File: config.mk
export PLATFORM = sky130hd
export DESIGN_NAME = battery_charge_supervisor_top_flat
export DESIGN_NICKNAME = d
export VERILOG_FILES = /design/src/bcs_pkg.sv /design/src/bcs_if.sv /design/src/bcs_csr.sv /design/src/bcs_ctrl.sv /design/src/bcs_check.sv /design/src/battery_charge_supervisor_top.sv /design/src/flat_wrapper.sv
export SDC_FILE = /design/constraint.sdc
export NUM_CORES = 1
export LEC_CHECK = 0
export ABC_CLOCK_PERIOD_IN_PS = 7850
export BUFFER_PORTS_ARGS = -buffer_cell sky130_fd_sc_hd__buf_2
export CAP_MARGIN = 25
export CORE_MARGIN = 4
export CORE_UTILIZATION = 35
export DETAILED_ROUTE_END_ITERATION = 12
export MAX_ROUTING_LAYER = met4
export PLACE_DENSITY = 0.62
export SETUP_SLACK_MARGIN = 0.4
export SLEW_MARGIN = 20
export SYNTH_ARGS = -nofsm -noshare
export SYNTH_HDL_FRONTEND = slang
export SYNTH_SLANG_ARGS = --single-unit
File: constraint.sdc
create_clock -name clock -period 7.85 [get_ports clock]
set_input_delay 0.785 -clock clock [delete_from_list [all_inputs] [get_ports clock]]
set_output_delay 0.785 -clock clock [all_outputs]
set_load 0.02 [all_outputs]
File: src/bcs_pkg.sv
// bcs_pkg: types, widths, codes and reset values for the battery charge supervisor
// no dependencies; imported by every other file of the block
`default_nettype none

package bcs_pkg;

   // field widths
   localparam int unsigned VOLT_W     = 20;
   localparam int unsigned CUR_W      = 21;
   localparam int unsigned TEMP_W     = 16;
   localparam int unsigned FAULT_W    = 32;
   localparam int unsigned CODE_W     = 4;
   localparam int unsigned PARAM_W    = 21;
   localparam int unsigned LIMIT_W    = 20;
   localparam int unsigned CSR_IDX_W  = 3;
   localparam int unsigned CSR_DATA_W = 20;

   // register reset values
   localparam logic signed [TEMP_W-1:0] MAX_TEMP_RST       = 16'sd960;
   localparam logic [LIMIT_W-1:0]       MAX_CURRENT_RST    = 20'd200000;
   localparam logic [LIMIT_W-1:0]       MAX_VOLTAGE_RST    = 20'd450000;
   localparam logic [LIMIT_W-1:0]       MIN_VOLTAGE_RST    = 20'd250000;
   localparam logic [LIMIT_W-1:0]       NORMAL_CURRENT_RST = 20'd16000;
   localparam logic [LIMIT_W-1:0]       NORMAL_VOLTAGE_RST = 20'd420000;
   localparam logic [LIMIT_W-1:0]       FAST_CURRENT_RST   = 20'd32000;
   localparam logic [LIMIT_W-1:0]       FAST_VOLTAGE_RST   = 20'd420000;

   // internal fault bit positions
   localparam int unsigned FLT_OVER_TEMP  = 0;
   localparam int unsigned FLT_OVER_CUR   = 1;
   localparam int unsigned FLT_OVER_VOLT  = 2;
   localparam int unsigned FLT_UNDER_VOLT = 3;
   localparam int unsigned FLT_UNKNOWN    = 4;

   // item kind
   localparam logic KIND_SENSOR  = 1'b0;
   localparam logic KIND_COMMAND = 1'b1;

   typedef enum logic [CODE_W-1:0] {
      CMD_NOOP        = 4'd0,
      CMD_START       = 4'd1,
      CMD_STOP        = 4'd2,
      CMD_RESET       = 4'd3,
      CMD_NORMAL      = 4'd4,
      CMD_FAST        = 4'd5,
      CMD_SET_CURRENT = 4'd6,
      CMD_SET_VOLTAGE = 4'd7
   } cmd_type;

   typedef enum logic [CSR_IDX_W-1:0] {
      CSR_MAX_TEMP       = 3'd0,
      CSR_MAX_CURRENT    = 3'd1,
      CSR_MAX_VOLTAGE    = 3'd2,
      CSR_MIN_VOLTAGE    = 3'd3,
      CSR_NORMAL_CURRENT = 3'd4,
      CSR_NORMAL_VOLTAGE = 3'd5,
      CSR_FAST_CURRENT   = 3'd6,
      CSR_FAST_VOLTAGE   = 3'd7
   } csr_index_type;

   typedef enum logic [1:0] {
      CHG_IDLE     = 2'd0,
      CHG_CHARGING = 2'd1,
      CHG_FAULT    = 2'd2
   } chg_state_type;

   typedef struct packed {
      logic signed [TEMP_W-1:0] max_temp;
      logic [LIMIT_W-1:0]       max_current;
      logic [LIMIT_W-1:0]       max_voltage;
      logic [LIMIT_W-1:0]       min_voltage;
      logic [LIMIT_W-1:0]       normal_current_limit;
      logic [LIMIT_W-1:0]       normal_voltage_limit;
      logic [LIMIT_W-1:0]       fast_current_limit;
      logic [LIMIT_W-1:0]       fast_voltage_limit;
   } cfg_type;

   typedef struct packed {
      logic               charge_requested;
      logic               fast_selected;
      logic [LIMIT_W-1:0] active_current_limit;
      logic [LIMIT_W-1:0] active_voltage_limit;
      logic               unknown_command_seen;
   } sup_state_type;

   typedef struct packed {
      logic                      mode;
      logic [VOLT_W-1:0]         battery_voltage;
      logic signed [CUR_W-1:0]   charge_current;
      logic signed [TEMP_W-1:0]  battery_temp;
      logic [FAULT_W-1:0]        sensor_faults;
      logic [CODE_W-1:0]         command_code;
      logic signed [PARAM_W-1:0] cmd_arg;
   } req_item_type;

   typedef struct packed {
      logic               charge_en;
      logic [LIMIT_W-1:0] current_limit_out;
      logic [LIMIT_W-1:0] voltage_limit_out;
      logic               fast_active;
      logic [1:0]         chg_status;
      logic [FAULT_W-1:0] fault_word;
   } rsp_item_type;

endpackage

`default_nettype wire

File: src/bcs_if.sv
// request and response channel interfaces of the battery charge supervisor
// depends on bcs_pkg for field widths
`default_nettype none

interface bcs_req_if import bcs_pkg::*; ();
   logic                      valid;
   logic                      ready;
   logic                      mode;
   logic [VOLT_W-1:0]         battery_voltage;
   logic signed [CUR_W-1:0]   charge_current;
   logic signed [TEMP_W-1:0]  battery_temp;
   logic [FAULT_W-1:0]        sensor_faults;
   logic [CODE_W-1:0]         command_code;
   logic signed [PARAM_W-1:0] cmd_arg;

   modport source (
      output valid, mode, battery_voltage, charge_current, battery_temp,
             sensor_faults, command_code, cmd_arg,
      input  ready
   );
   modport sink (
      input  valid, mode, battery_voltage, charge_current, battery_temp,
             sensor_faults, command_code, cmd_arg,
      output ready
   );
endinterface

interface bcs_rsp_if import bcs_pkg::*; ();
   logic               valid;
   logic               ready;
   logic               charge_en;
   logic [LIMIT_W-1:0] current_limit_out;
   logic [LIMIT_W-1:0] voltage_limit_out;
   logic               fast_active;
   logic [1:0]         chg_status;
   logic [FAULT_W-1:0] fault_word;

   modport source (
      output valid, charge_en, current_limit_out, voltage_limit_out,
             fast_active, chg_status, fault_word,
      input  ready
   );
   modport sink (
      input  valid, charge_en, current_limit_out, voltage_limit_out,
             fast_active, chg_status, fault_word,
      output ready
   );
endinterface

`default_nettype wire

File: src/bcs_csr.sv
// bcs_csr: threshold and mode limit registers, written through the plain csr port
// depends on bcs_pkg
`default_nettype none

module bcs_csr import bcs_pkg::*; (
   input  wire logic                  clock,
   input  wire logic                  reset,
   input  wire logic                  csr_wr_en,
   input  wire logic [CSR_IDX_W-1:0]  csr_index,
   input  wire logic [CSR_DATA_W-1:0] csr_wr_data,
   output cfg_type                    cfg
);

   cfg_type cfg_ff;
   cfg_type cfg_in;

   // register write decode
   always_comb begin
      cfg_in = cfg_ff;
      if (csr_wr_en) begin
         case (csr_index_type'(csr_index))
            CSR_MAX_TEMP:       cfg_in.max_temp = csr_wr_data[TEMP_W-1:0];
            CSR_MAX_CURRENT:    cfg_in.max_current = csr_wr_data[LIMIT_W-1:0];
            CSR_MAX_VOLTAGE:    cfg_in.max_voltage = csr_wr_data[LIMIT_W-1:0];
            CSR_MIN_VOLTAGE:    cfg_in.min_voltage = csr_wr_data[LIMIT_W-1:0];
            CSR_NORMAL_CURRENT: cfg_in.normal_current_limit = csr_wr_data[LIMIT_W-1:0];
            CSR_NORMAL_VOLTAGE: cfg_in.normal_voltage_limit = csr_wr_data[LIMIT_W-1:0];
            CSR_FAST_CURRENT:   cfg_in.fast_current_limit = csr_wr_data[LIMIT_W-1:0];
            CSR_FAST_VOLTAGE:   cfg_in.fast_voltage_limit = csr_wr_data[LIMIT_W-1:0];
            default:            cfg_in = cfg_ff;
         endcase
      end
   end

   always_ff @(posedge clock) begin
      if (reset) begin
         cfg_ff.max_temp             <= MAX_TEMP_RST;
         cfg_ff.max_current          <= MAX_CURRENT_RST;
         cfg_ff.max_voltage          <= MAX_VOLTAGE_RST;
         cfg_ff.min_voltage          <= MIN_VOLTAGE_RST;
         cfg_ff.normal_current_limit <= NORMAL_CURRENT_RST;
         cfg_ff.normal_voltage_limit <= NORMAL_VOLTAGE_RST;
         cfg_ff.fast_current_limit   <= FAST_CURRENT_RST;
         cfg_ff.fast_voltage_limit   <= FAST_VOLTAGE_RST;
      end else begin
         cfg_ff <= cfg_in;
      end
   end

   assign cfg = cfg_ff;

endmodule

`default_nettype wire

File: src/bcs_ctrl.sv
// bcs_ctrl: supervisor state (request, mode, active limits, sticky fault) updated by commands
// depends on bcs_pkg
`default_nettype none

module bcs_ctrl import bcs_pkg::*; (
   input  wire logic                      clock,
   input  wire logic                      reset,
   input  wire logic                      cmd_fire,
   input  wire logic [CODE_W-1:0]         cmd_code,
   input  wire logic signed [PARAM_W-1:0] cmd_param,
   input  wire cfg_type                   cfg,
   output sup_state_type                  state
);

   sup_state_type state_ff;
   sup_state_type state_in;
   logic          param_positive;

   // a set command applies only a strictly positive parameter
   assign param_positive = !cmd_param[PARAM_W-1] && (cmd_param != '0);

   // command decode
   always_comb begin
      state_in = state_ff;
      if (cmd_fire) begin
         case (cmd_type'(cmd_code))
            CMD_NOOP:  state_in = state_ff;
            CMD_START: state_in.charge_requested = 1'b1;
            CMD_STOP:  state_in.charge_requested = 1'b0;
            CMD_RESET: begin
               state_in.charge_requested     = 1'b0;
               state_in.unknown_command_seen = 1'b0;
               state_in.fast_selected        = 1'b0;
               state_in.active_current_limit = cfg.normal_current_limit;
               state_in.active_voltage_limit = cfg.normal_voltage_limit;
            end
            CMD_NORMAL: begin
               state_in.fast_selected        = 1'b0;
               state_in.active_current_limit = cfg.normal_current_limit;
               state_in.active_voltage_limit = cfg.normal_voltage_limit;
            end
            CMD_FAST: begin
               state_in.fast_selected        = 1'b1;
               state_in.active_current_limit = cfg.fast_current_limit;
               state_in.active_voltage_limit = cfg.fast_voltage_limit;
            end
            CMD_SET_CURRENT: begin
               if (param_positive) begin
                  state_in.active_current_limit = cmd_param[LIMIT_W-1:0];
               end
            end
            CMD_SET_VOLTAGE: begin
               if (param_positive) begin
                  state_in.active_voltage_limit = cmd_param[LIMIT_W-1:0];
               end
            end
            default: state_in.unknown_command_seen = 1'b1;
         endcase
      end
   end

   always_ff @(posedge clock) begin
      if (reset) begin
         state_ff.charge_requested     <= 1'b0;
         state_ff.fast_selected        <= 1'b0;
         state_ff.active_current_limit <= NORMAL_CURRENT_RST;
         state_ff.active_voltage_limit <= NORMAL_VOLTAGE_RST;
         state_ff.unknown_command_seen <= 1'b0;
      end else begin
         state_ff <= state_in;
      end
   end

   assign state = state_ff;

endmodule

`default_nettype wire

File: src/bcs_check.sv
// bcs_check: threshold checks on a sensor frame and forming of the result transaction
// depends on bcs_pkg
`default_nettype none

module bcs_check import bcs_pkg::*; (
   input  wire req_item_type  item,
   input  wire cfg_type       cfg,
   input  wire sup_state_type state,
   output rsp_item_type       result
);

   logic [CUR_W-1:0]   cur_mag;
   logic [FAULT_W-1:0] faults;
   logic               enable;

   // magnitude at full width: the most negative current maps to 2^20
   assign cur_mag = item.charge_current[CUR_W-1] ? (~item.charge_current + 1'b1)
                                                 : item.charge_current;

   // fault word: sensor flags plus internal bits
   always_comb begin
      faults = item.sensor_faults;
      if (item.battery_temp > cfg.max_temp)             faults[FLT_OVER_TEMP]  = 1'b1;
      if (cur_mag > {1'b0, cfg.max_current})            faults[FLT_OVER_CUR]   = 1'b1;
      if (item.battery_voltage > cfg.max_voltage)       faults[FLT_OVER_VOLT]  = 1'b1;
      if (item.battery_voltage < cfg.min_voltage)       faults[FLT_UNDER_VOLT] = 1'b1;
      if (state.unknown_command_seen)                   faults[FLT_UNKNOWN]    = 1'b1;
   end

   assign enable = state.charge_requested && (faults == '0);

   // result fields
   always_comb begin
      result.charge_en         = enable;
      result.current_limit_out = enable ? state.active_current_limit : '0;
      result.voltage_limit_out = enable ? state.active_voltage_limit : '0;
      result.fast_active       = state.fast_selected;
      if (faults != '0) begin
         result.chg_status = CHG_FAULT;
      end else if (enable) begin
         result.chg_status = CHG_CHARGING;
      end else begin
         result.chg_status = CHG_IDLE;
      end
      result.fault_word = faults;
   end

endmodule

`default_nettype wire

File: src/battery_charge_supervisor_top.sv
// battery_charge_supervisor_top: input register, command/state logic, frame checks, result register
// depends on bcs_pkg, bcs_if, bcs_csr, bcs_ctrl, bcs_check
// a sensor frame's result is registered from the input register into the result register
// throughput: one transaction per cycle unless the input stalls; commands update state and give no result
// input stalls only when a frame waits behind an untaken result
// reset (synchronous): thresholds and limits to defaults, request/mode/sticky fault cleared
`default_nettype none

module battery_charge_supervisor_top import bcs_pkg::*; (
   input  wire logic                  clock,
   input  wire logic                  reset,
   bcs_req_if.sink                    req_chan,
   bcs_rsp_if.source                  rsp_chan,
   input  wire logic                  csr_wr_en,
   input  wire logic [CSR_IDX_W-1:0]  csr_index,
   input  wire logic [CSR_DATA_W-1:0] csr_wr_data
);

   cfg_type       cfg;
   sup_state_type state;
   rsp_item_type  result;

   logic          req_vld_ff, req_vld_in;
   req_item_type  req_item_ff, req_item_in;
   logic          rsp_vld_ff, rsp_vld_in;
   rsp_item_type  rsp_item_ff, rsp_item_in;

   logic          req_accept;
   logic          out_free;
   logic          advance;
   logic          cmd_fire;

   // configuration registers
   bcs_csr u_csr (
      .clock       (clock),
      .reset       (reset),
      .csr_wr_en   (csr_wr_en),
      .csr_index   (csr_index),
      .csr_wr_data (csr_wr_data),
      .cfg         (cfg)
   );

   // supervisor state
   bcs_ctrl u_ctrl (
      .clock     (clock),
      .reset     (reset),
      .cmd_fire  (cmd_fire),
      .cmd_code  (req_item_ff.command_code),
      .cmd_param (req_item_ff.cmd_arg),
      .cfg       (cfg),
      .state     (state)
   );

   // frame checks
   bcs_check u_check (
      .item   (req_item_ff),
      .cfg    (cfg),
      .state  (state),
      .result (result)
   );

   // handshake control: a command never needs the result slot
   assign out_free   = !rsp_vld_ff || rsp_chan.ready;
   assign advance    = req_vld_ff && ((req_item_ff.mode == KIND_COMMAND) || out_free);
   assign cmd_fire   = advance && (req_item_ff.mode == KIND_COMMAND);
   assign req_chan.ready = !req_vld_ff || advance;
   assign req_accept = req_chan.valid && req_chan.ready;

   // input register
   always_comb begin
      req_item_in = req_item_ff;
      req_vld_in  = req_vld_ff && !advance;
      if (req_accept) begin
         req_vld_in                  = 1'b1;
         req_item_in.mode            = req_chan.mode;
         req_item_in.battery_voltage = req_chan.battery_voltage;
         req_item_in.charge_current  = req_chan.charge_current;
         req_item_in.battery_temp    = req_chan.battery_temp;
         req_item_in.sensor_faults   = req_chan.sensor_faults;
         req_item_in.command_code    = req_chan.command_code;
         req_item_in.cmd_arg         = req_chan.cmd_arg;
      end
   end

   // result register
   always_comb begin
      rsp_item_in = rsp_item_ff;
      rsp_vld_in  = rsp_vld_ff && !rsp_chan.ready;
      if (advance && (req_item_ff.mode == KIND_SENSOR)) begin
         rsp_vld_in  = 1'b1;
         rsp_item_in = result;
      end
   end

   always_ff @(posedge clock) begin
      if (reset) begin
         req_vld_ff <= 1'b0;
         rsp_vld_ff <= 1'b0;
      end else begin
         req_vld_ff <= req_vld_in;
         rsp_vld_ff <= rsp_vld_in;
      end
   end

   always_ff @(posedge clock) begin
      req_item_ff <= req_item_in;
      rsp_item_ff <= rsp_item_in;
   end

   // response outputs
   assign rsp_chan.valid             = rsp_vld_ff;
   assign rsp_chan.charge_en         = rsp_item_ff.charge_en;
   assign rsp_chan.current_limit_out = rsp_item_ff.current_limit_out;
   assign rsp_chan.voltage_limit_out = rsp_item_ff.voltage_limit_out;
   assign rsp_chan.fast_active       = rsp_item_ff.fast_active;
   assign rsp_chan.chg_status        = rsp_item_ff.chg_status;
   assign rsp_chan.fault_word        = rsp_item_ff.fault_word;

endmodule

`default_nettype wire

File: src/flat_wrapper.sv
// flat-port wrapper written by rule: the top's interface ports become plain ports
module battery_charge_supervisor_top_flat import bcs_pkg::*;
  (clock, reset, csr_wr_en, csr_index, csr_wr_data, req_chan_valid, req_chan_mode, req_chan_battery_voltage, req_chan_charge_current, req_chan_battery_temp, req_chan_sensor_faults, req_chan_command_code, req_chan_cmd_arg, req_chan_ready, rsp_chan_valid, rsp_chan_charge_en, rsp_chan_current_limit_out, rsp_chan_voltage_limit_out, rsp_chan_fast_active, rsp_chan_chg_status, rsp_chan_fault_word, rsp_chan_ready);
  bcs_req_if req_chan_i ();
  bcs_rsp_if rsp_chan_i ();
  input  wire logic clock;
  input  wire logic reset;
  input  wire logic csr_wr_en;
  input  wire logic [CSR_IDX_W-1:0] csr_index;
  input  wire logic [CSR_DATA_W-1:0] csr_wr_data;
  input wire logic [$bits(req_chan_i.valid)-1:0] req_chan_valid;
  input wire logic [$bits(req_chan_i.mode)-1:0] req_chan_mode;
  input wire logic [$bits(req_chan_i.battery_voltage)-1:0] req_chan_battery_voltage;
  input wire logic [$bits(req_chan_i.charge_current)-1:0] req_chan_charge_current;
  input wire logic [$bits(req_chan_i.battery_temp)-1:0] req_chan_battery_temp;
  input wire logic [$bits(req_chan_i.sensor_faults)-1:0] req_chan_sensor_faults;
  input wire logic [$bits(req_chan_i.command_code)-1:0] req_chan_command_code;
  input wire logic [$bits(req_chan_i.cmd_arg)-1:0] req_chan_cmd_arg;
  output wire logic [$bits(req_chan_i.ready)-1:0] req_chan_ready;
  output wire logic [$bits(rsp_chan_i.valid)-1:0] rsp_chan_valid;
  output wire logic [$bits(rsp_chan_i.charge_en)-1:0] rsp_chan_charge_en;
  output wire logic [$bits(rsp_chan_i.current_limit_out)-1:0] rsp_chan_current_limit_out;
  output wire logic [$bits(rsp_chan_i.voltage_limit_out)-1:0] rsp_chan_voltage_limit_out;
  output wire logic [$bits(rsp_chan_i.fast_active)-1:0] rsp_chan_fast_active;
  output wire logic [$bits(rsp_chan_i.chg_status)-1:0] rsp_chan_chg_status;
  output wire logic [$bits(rsp_chan_i.fault_word)-1:0] rsp_chan_fault_word;
  input wire logic [$bits(rsp_chan_i.ready)-1:0] rsp_chan_ready;
  assign req_chan_i.valid = req_chan_valid;
  assign req_chan_i.mode = req_chan_mode;
  assign req_chan_i.battery_voltage = req_chan_battery_voltage;
  assign req_chan_i.charge_current = req_chan_charge_current;
  assign req_chan_i.battery_temp = req_chan_battery_temp;
  assign req_chan_i.sensor_faults = req_chan_sensor_faults;
  assign req_chan_i.command_code = req_chan_command_code;
  assign req_chan_i.cmd_arg = req_chan_cmd_arg;
  assign req_chan_ready = req_chan_i.ready;
  assign rsp_chan_valid = rsp_chan_i.valid;
  assign rsp_chan_charge_en = rsp_chan_i.charge_en;
  assign rsp_chan_current_limit_out = rsp_chan_i.current_limit_out;
  assign rsp_chan_voltage_limit_out = rsp_chan_i.voltage_limit_out;
  assign rsp_chan_fast_active = rsp_chan_i.fast_active;
  assign rsp_chan_chg_status = rsp_chan_i.chg_status;
  assign rsp_chan_fault_word = rsp_chan_i.fault_word;
  assign rsp_chan_i.ready = rsp_chan_ready;
  battery_charge_supervisor_top u_core (.clock(clock), .reset(reset), .req_chan(req_chan_i), .rsp_chan(rsp_chan_i), .csr_wr_en(csr_wr_en), .csr_index(csr_index), .csr_wr_data(csr_wr_data));
endmodule
Word-level counts from Yosys, hierarchy flattened
Index checks and enable logic that the tools add are counted.
W data, S select, Z words.
{"block": "classes", "n_reduce_logical": 41, "n_bitwise": 3, "mux": 15, "add_sub_neg": 1, "order_cmp": 4, "eq_ne": 16}
{"cell": "$pmux W20 S3", "n": 2}
{"cell": "$logic_not A32 Y1", "n": 1}
{"cell": "$reduce_bool A32 Y1", "n": 1}
{"cell": "$reduce_and A2 Y1", "n": 11}
{"cell": "$add A21 B1 Y21 const B", "n": 1}
{"cell": "$gt A21 B20 Y1", "n": 1}
{"cell": "$mux W21", "n": 1}
{"cell": "$not A21 Y21", "n": 1}
{"cell": "$reduce_bool A21 Y1", "n": 1}
{"cell": "$gt A20 B20 Y1", "n": 1}
{"cell": "$lt A20 B20 Y1", "n": 1}
{"cell": "$mux W20", "n": 1}
{"cell": "$eq A4 B3 Y1 const B", "n": 4}
{"cell": "$gt A16 B16 Y1", "n": 1}
{"cell": "$eq A3 B3 Y1 const B", "n": 4}
{"cell": "$eq A4 B2 Y1 const B", "n": 2}
{"cell": "$logic_and A1 B1 Y1", "n": 8}
{"cell": "$mux W1", "n": 8}
{"cell": "$reduce_or A7 Y1", "n": 1}
{"cell": "$eq A3 B2 Y1 const B", "n": 2}
{"cell": "$pmux W1 S2", "n": 3}
{"cell": "$reduce_and A3 Y1", "n": 2}
{"cell": "$reduce_bool A3 Y1", "n": 2}
{"cell": "$logic_not A1 Y1", "n": 5}
{"cell": "other kinds (9)", "n": 15}
{"block": "word_totals", "in_bits": 143, "output_inout_bits": 78, "ff_bits": 392, "wordCells": 108}

Depth between registers and ports, before layout
{"block": "depth", "word_depth": 8, "mapped_depth": 14, "depth_no_buf": 13}

Modules after synthesis
From an unflattened synthesis, not the netlist that was laid out.
{"block": "hier_totals", "hier_cells": 1634, "hier_area_um2": 18122.4}
{"mod": "bcs_csr", "area_each_um2": 6029.5, "seq_area_each_um2": 3123.0, "cells_each": 560, "n_inst": 1}
{"mod": "battery_charge_supervisor_top", "area_each_um2": 5854.4, "seq_area_each_um2": 5775.5, "cells_each": 202, "n_inst": 1}
{"mod": "bcs_check", "area_each_um2": 3294.4, "seq_area_each_um2": 0.0, "cells_each": 470, "n_inst": 1}
{"mod": "bcs_ctrl", "area_each_um2": 2944.1, "seq_area_each_um2": 860.8, "cells_each": 402, "n_inst": 1}

Worst setup path after synthesis
OpenSTA, ideal clock, no wires.
{"block": "synth_timing", "path_type": "input to register", "from": "input port rsp_chan_ready", "to": "register u_core.req_item_ff[0] in the netlist's numbering, enable pin", "t_arrival_ns": 6.064, "path_buffers": 0, "setup_slack_ns": 1.182, "cell_stages": 3, "setup_ns": 0.604, "t_required_ns": 7.246, "cell_sequence": "nand2b_1 nor2_1 nor2b_1"}
{"block": "synth_via", "elab_chain_len": 5}
{"element": "from (decl)", "line": "flat_wrapper.sv:27", "rtl": "input wire logic [$bits(rsp_chan_i.ready)-1:0] rsp_chan_ready;"}
{"element": "$logic_or A1 B1 Y1", "line": "battery_charge_supervisor_top.sv:63", "rtl": "assign out_free = !rsp_vld_ff || rsp_chan.ready;"}
{"element": "$logic_or A1 B1 Y1", "line": "battery_charge_supervisor_top.sv:64", "rtl": "assign advance = req_vld_ff && ((req_item_ff.mode == KIND_COMMAND) || out_free);"}
{"element": "$logic_and A1 B1 Y1", "line": "battery_charge_supervisor_top.sv:64"}
{"element": "$logic_or A1 B1 Y1", "line": "battery_charge_supervisor_top.sv:66", "rtl": "assign req_chan.ready = !req_vld_ff || advance;"}
{"element": "$logic_and A1 B1 Y1", "line": "battery_charge_supervisor_top.sv:67", "rtl": "assign req_accept = req_chan.valid && req_chan.ready;"}
{"element": "net u_core.req_accept", "line": "battery_charge_supervisor_top.sv:28", "rtl": "logic req_accept;"}
{"element": "to (signal assigned)", "line": "battery_charge_supervisor_top.sv:106", "rtl": "req_item_ff <= req_item_in;"}
{"element": "to (decl)", "line": "battery_charge_supervisor_top.sv:24", "rtl": "req_item_type req_item_ff, req_item_in;"}
The timed path passes the listed nets, and every way through them passes these cells.
A chain may end at the register's enable or synchronous reset.

Worst setup path in the final report
{"block": "layout_timing", "from": "register u_core.req_item_ff[77] in the netlist's numbering", "to": "register u_core.rsp_item_ff, in the netlist u_core.rsp_chan.chg_status[1] (data pin)"}
{"block": "layout_via", "elab_chain_len": 6}
{"element": "$not A21 Y21", "line": "bcs_check.sv:17", "rtl": "assign cur_mag = item.charge_current[CUR_W-1] ? (~item.charge_current + 1'b1)"}
{"element": "$add A21 B1 Y21", "line": "bcs_check.sv:17"}
{"element": "$mux W21 (*)", "line": "bcs_check.sv:17"}
{"element": "$gt A21 B20 Y1 (*)", "line": "bcs_check.sv:24", "rtl": "if (cur_mag > {1'b0, cfg.max_current}) faults[FLT_OVER_CUR] = 1'b1;"}
{"element": "$mux W1 (*)", "line": "bcs_check.sv:24"}
{"element": "$reduce_bool A32 Y1 (*)", "line": "bcs_check.sv:38", "rtl": "if (faults != '0) begin"}
{"element": "to (signal assigned)", "line": "battery_charge_supervisor_top.sv:107", "rtl": "rsp_item_ff <= rsp_item_in;"}
{"element": "to (decl)", "line": "battery_charge_supervisor_top.sv:26", "rtl": "rsp_item_type rsp_item_ff, rsp_item_in;"}
Mark *: on every way between the ends. The rest lies on a longest branch, timed or not.

==> flow_summary_export.csv <==
group,metric,value,unit
layout,final_cell_mix,"371 x nand2_1, 219 x buf_2, 201 x dfxtp_1",
logic_synthesis,ys.warnings.count,0,
route,vias,12480,
logic_synthesis,synth_async_sr_flop_share,0,%
sta,max_freq,232.6,MHz
layout,drive_gt1_share,19.83,%
floorplanning,fp.dieH,227.8,µm
floorplanning,ios,221,
power_and_ir_drop,cellLeakagePower,7.520,nW
sta,skew,20.49,ps
route,first_iter_violations,852,
run_status,outcome,"complete, no violations",
logic_synthesis,synth.distinct_cells,61,
layout,fill_cells,4564,
global_route,grt_pass1_wl,71530,µm
route,postRouteAntennaNets,0,
floorplanning,rows,80,
worst_setup_path,crit_arrival,4620,ps
worst_setup_path,start_kind,"flip-flop",
clock_tree,cts_made_buffers,45,
floorplanning,core,47750,µm²
sta,period_minus_slack,4300,ps
logic_synthesis,synth_flop_cell,"dfxtp_1",
layout,regArea,9759,µm²
layout,multiInputGateArea,6380,µm²
floorplanning,design.die.area,51890,µm²
sta,rsz0062_at_grt,"false",
sta,post-route-period-util,54.77,%
clock_tree,clk_pin_slew_worst_paths,60,ps
logic_synthesis,ys_seq_area_share,57.72,%
worst_setup_path,end_kind,"flip-flop",
clock_tree,cts_hold_buf,0,
worst_setup_path,path_max_fanout,44,
logic_synthesis,ys_ff_latch,392,
placement,numPortBuffers,220,
placement,dp_hpwl,32490,µm
clock_tree,postCtsSetupBuffers,0,
sta,finalHoldViolations,0,
global_route,grt-ovfl-total,0,
clock_tree,clockBufferDepth,3,
clock_tree,root_buffer,"clkbuf_16",
route,drt-pass1-iter-count,6,
power_and_ir_drop,ir_drop,0.1574,mV
clock_tree,ctsResizeCount,0,
hold_path,hold_path.class,"input port to flip-flop",
sta,slew_headroom,31.74,%
route,post_drt_wl_per_cell,19.09,µm
clock_tree,cts.htree.levels,2,
sta,maxSlewViolCount,0,
placement,gp_congestion,0.8640,
route,remaining_drc_errors,0,
floorplanning,start_util,35.41,%
worst_setup_path,worst-setup-path-type,"flip-flop to flip-flop",
global_route,grt_pass1_vias,12140,
clock_tree,cts_sinks,392,
sta,finalSetupViolCount,0,
layout,final_common_cell,"nand2_1",
clock_tree,cts_tree,"yes",
run,max-cap-violations,0,
global_route,track_usage,18.04,%
sta,setup_tns,0,ps
logic_synthesis,synth_fp_nets,1842,
sta,worst_slew_pin_slew,1024,ps
global_route,grt_max_degree,76,
logic_synthesis,syn_area,16910,µm²
layout,syn_to_final_growth,17.69,%
layout,fin_nets,2023,
route,wl,47010,µm
logic_synthesis,synth_enable_flop_cells,191,
global_route,antenna_found_initial,7,
floorplanning,dieWidth,227.8,µm
placement,post-place-ws,3569,ps
worst_setup_path,critPathRequiredTime,8170,ps
route,vias_per_cell,5.067,
logic_synthesis,synthCells,1623,
power_and_ir_drop,power.density,230.0,nW/µm²
sta,worst_slack,3550,ps
clock_tree,clk_latency,580,ps
logic_synthesis,synth.avg_cell_area,10.42,µm²
stage by stage:
stage | instance area, µm² | hold WS [ps] | utilization [%] | total power [mW] | cells
after floorplan | 16910 | 401.9 | - | 2.518 | 1623
after global placement | 18480 | 419.9 | 38.70 | 2.644 | 2370
after detailed placement | 18480 | 427.5 | 38.70 | 2.655 | 2370
after CTS | 19860 | 335.4 | 41.59 | 4.638 | 2454
after global routing | 19900 | 343.1 | 41.68 | 4.769 | 2463
final | 19900 | 375.0 | 41.68 | 4.578 | 2463
critical path, stage by stage (launching register included):
cell,delay [ps]
edfxtp_1,460
nor4_1,550
nand3_1,300
nand2b_1,260
o41ai_2,260
xnor2_1,160
ha_1,280
a21o_1,160
a211oi_1,220
o21ai_0,110
a211oi_1,330
o21ai_4,90
buf_4,320
or3_1,460
cell families after synthesis:
kind of cell	share of synthesized area, %
DFF	57.72
muxes	1.954
AOI/OAI and AO/OA	10.99
xor gates and xnor gates	0.9842
buffers and inverters	4.780
adders and majority gates	5.624
and+or+nand+nor	17.95
worst paths after layout:
check / start / end / slack (ps) / cells past startpoint
hold reg to reg: u_core.u_ctrl.state[41] / u_core.rsp_chan.fast_active / 440 / 0
setup / recovery: u_core.req_item_ff[77] / u_core.rsp_chan.chg_status[1] / 3550 / 13
setup reg to reg: u_core.req_item_ff[77] / u_core.rsp_chan.chg_status[1] / 3550 / 13
hold / removal: req_chan_sensor_faults[31] / u_core.req_item_ff[56] / 380 / 1
flip-flops by register name (all words and copies together), names as in the netlist:
| signal | flops |
|---|---|
| u_core.req_vld_ff | 1 |
| u_core.rsp_chan.voltage_limit_out | 20 |
| u_core.req_item_ff | 115 |
| u_core.u_ctrl.state | 43 |
| u_core.u_csr.cfg | 156 |
| u_core.rsp_chan.charge_en | 1 |
| u_core.rsp_chan.fault_word | 32 |
| u_core.rsp_chan.valid | 1 |
| u_core.rsp_chan.current_limit_out | 20 |
| u_core.rsp_chan.fast_active | 1 |
| u_core.rsp_chan.chg_status | 2 |
per-layer routing:
layer | wire, µm | up-vias | track usage (%)
li1 | - | 6067 | -
met1 | 21560 | 5998 | 24.46
met2 | 21320 | 348 | 27.63
met3 | 3126 | 67 | 3.905
met4 | 1015 | 0 | 4.804
met5 | 0 | - | -
power by group:
part	internal [mW]	total, mW	switching [mW]
combinational	0.121	0.343	0.222
clock	1.11	1.97	0.853
sequential	2.22	2.27	0.0479
total	3.45	4.58	1.12
cells in the mapped netlist (16+ instances only):
library cell / n / area, µm²
a21oi_1: 150 / 750.7
mux2i_1: 33 / 330.3
nand3b_1: 35 / 262.8
edfxtp_1: 191 / 5736
nand2_1: 371 / 1393
a22oi_1: 20 / 150.1
a211o_1: 35 / 306.5
o21ai_0: 31 / 155.2
clkbuf_1: 73 / 274.0
nor4_1: 19 / 118.9
ha_1: 76 / 950.9
clkbuf_2: 16 / 80.08
nand3_1: 19 / 95.09
dfxtp_1: 201 / 4024
nor2_1: 84 / 315.3
inv_1: 84 / 315.3
nor4_2: 40 / 500.5
xnor2_1: 16 / 140.1
cell type report:
cell class,instances,area share [%]
Sequential cell,392,49.04
Multi-Input combinational cell,1039,32.06
Timing Repair Buffer,242,6.432
Clock buffer,61,6.224
Tap cell,615,3.867
Inverter,84,1.584
Clock inverter,23,0.7042
Antenna cell,7,0.08802
Note: power is estimated with default switching activity, not from simulation.
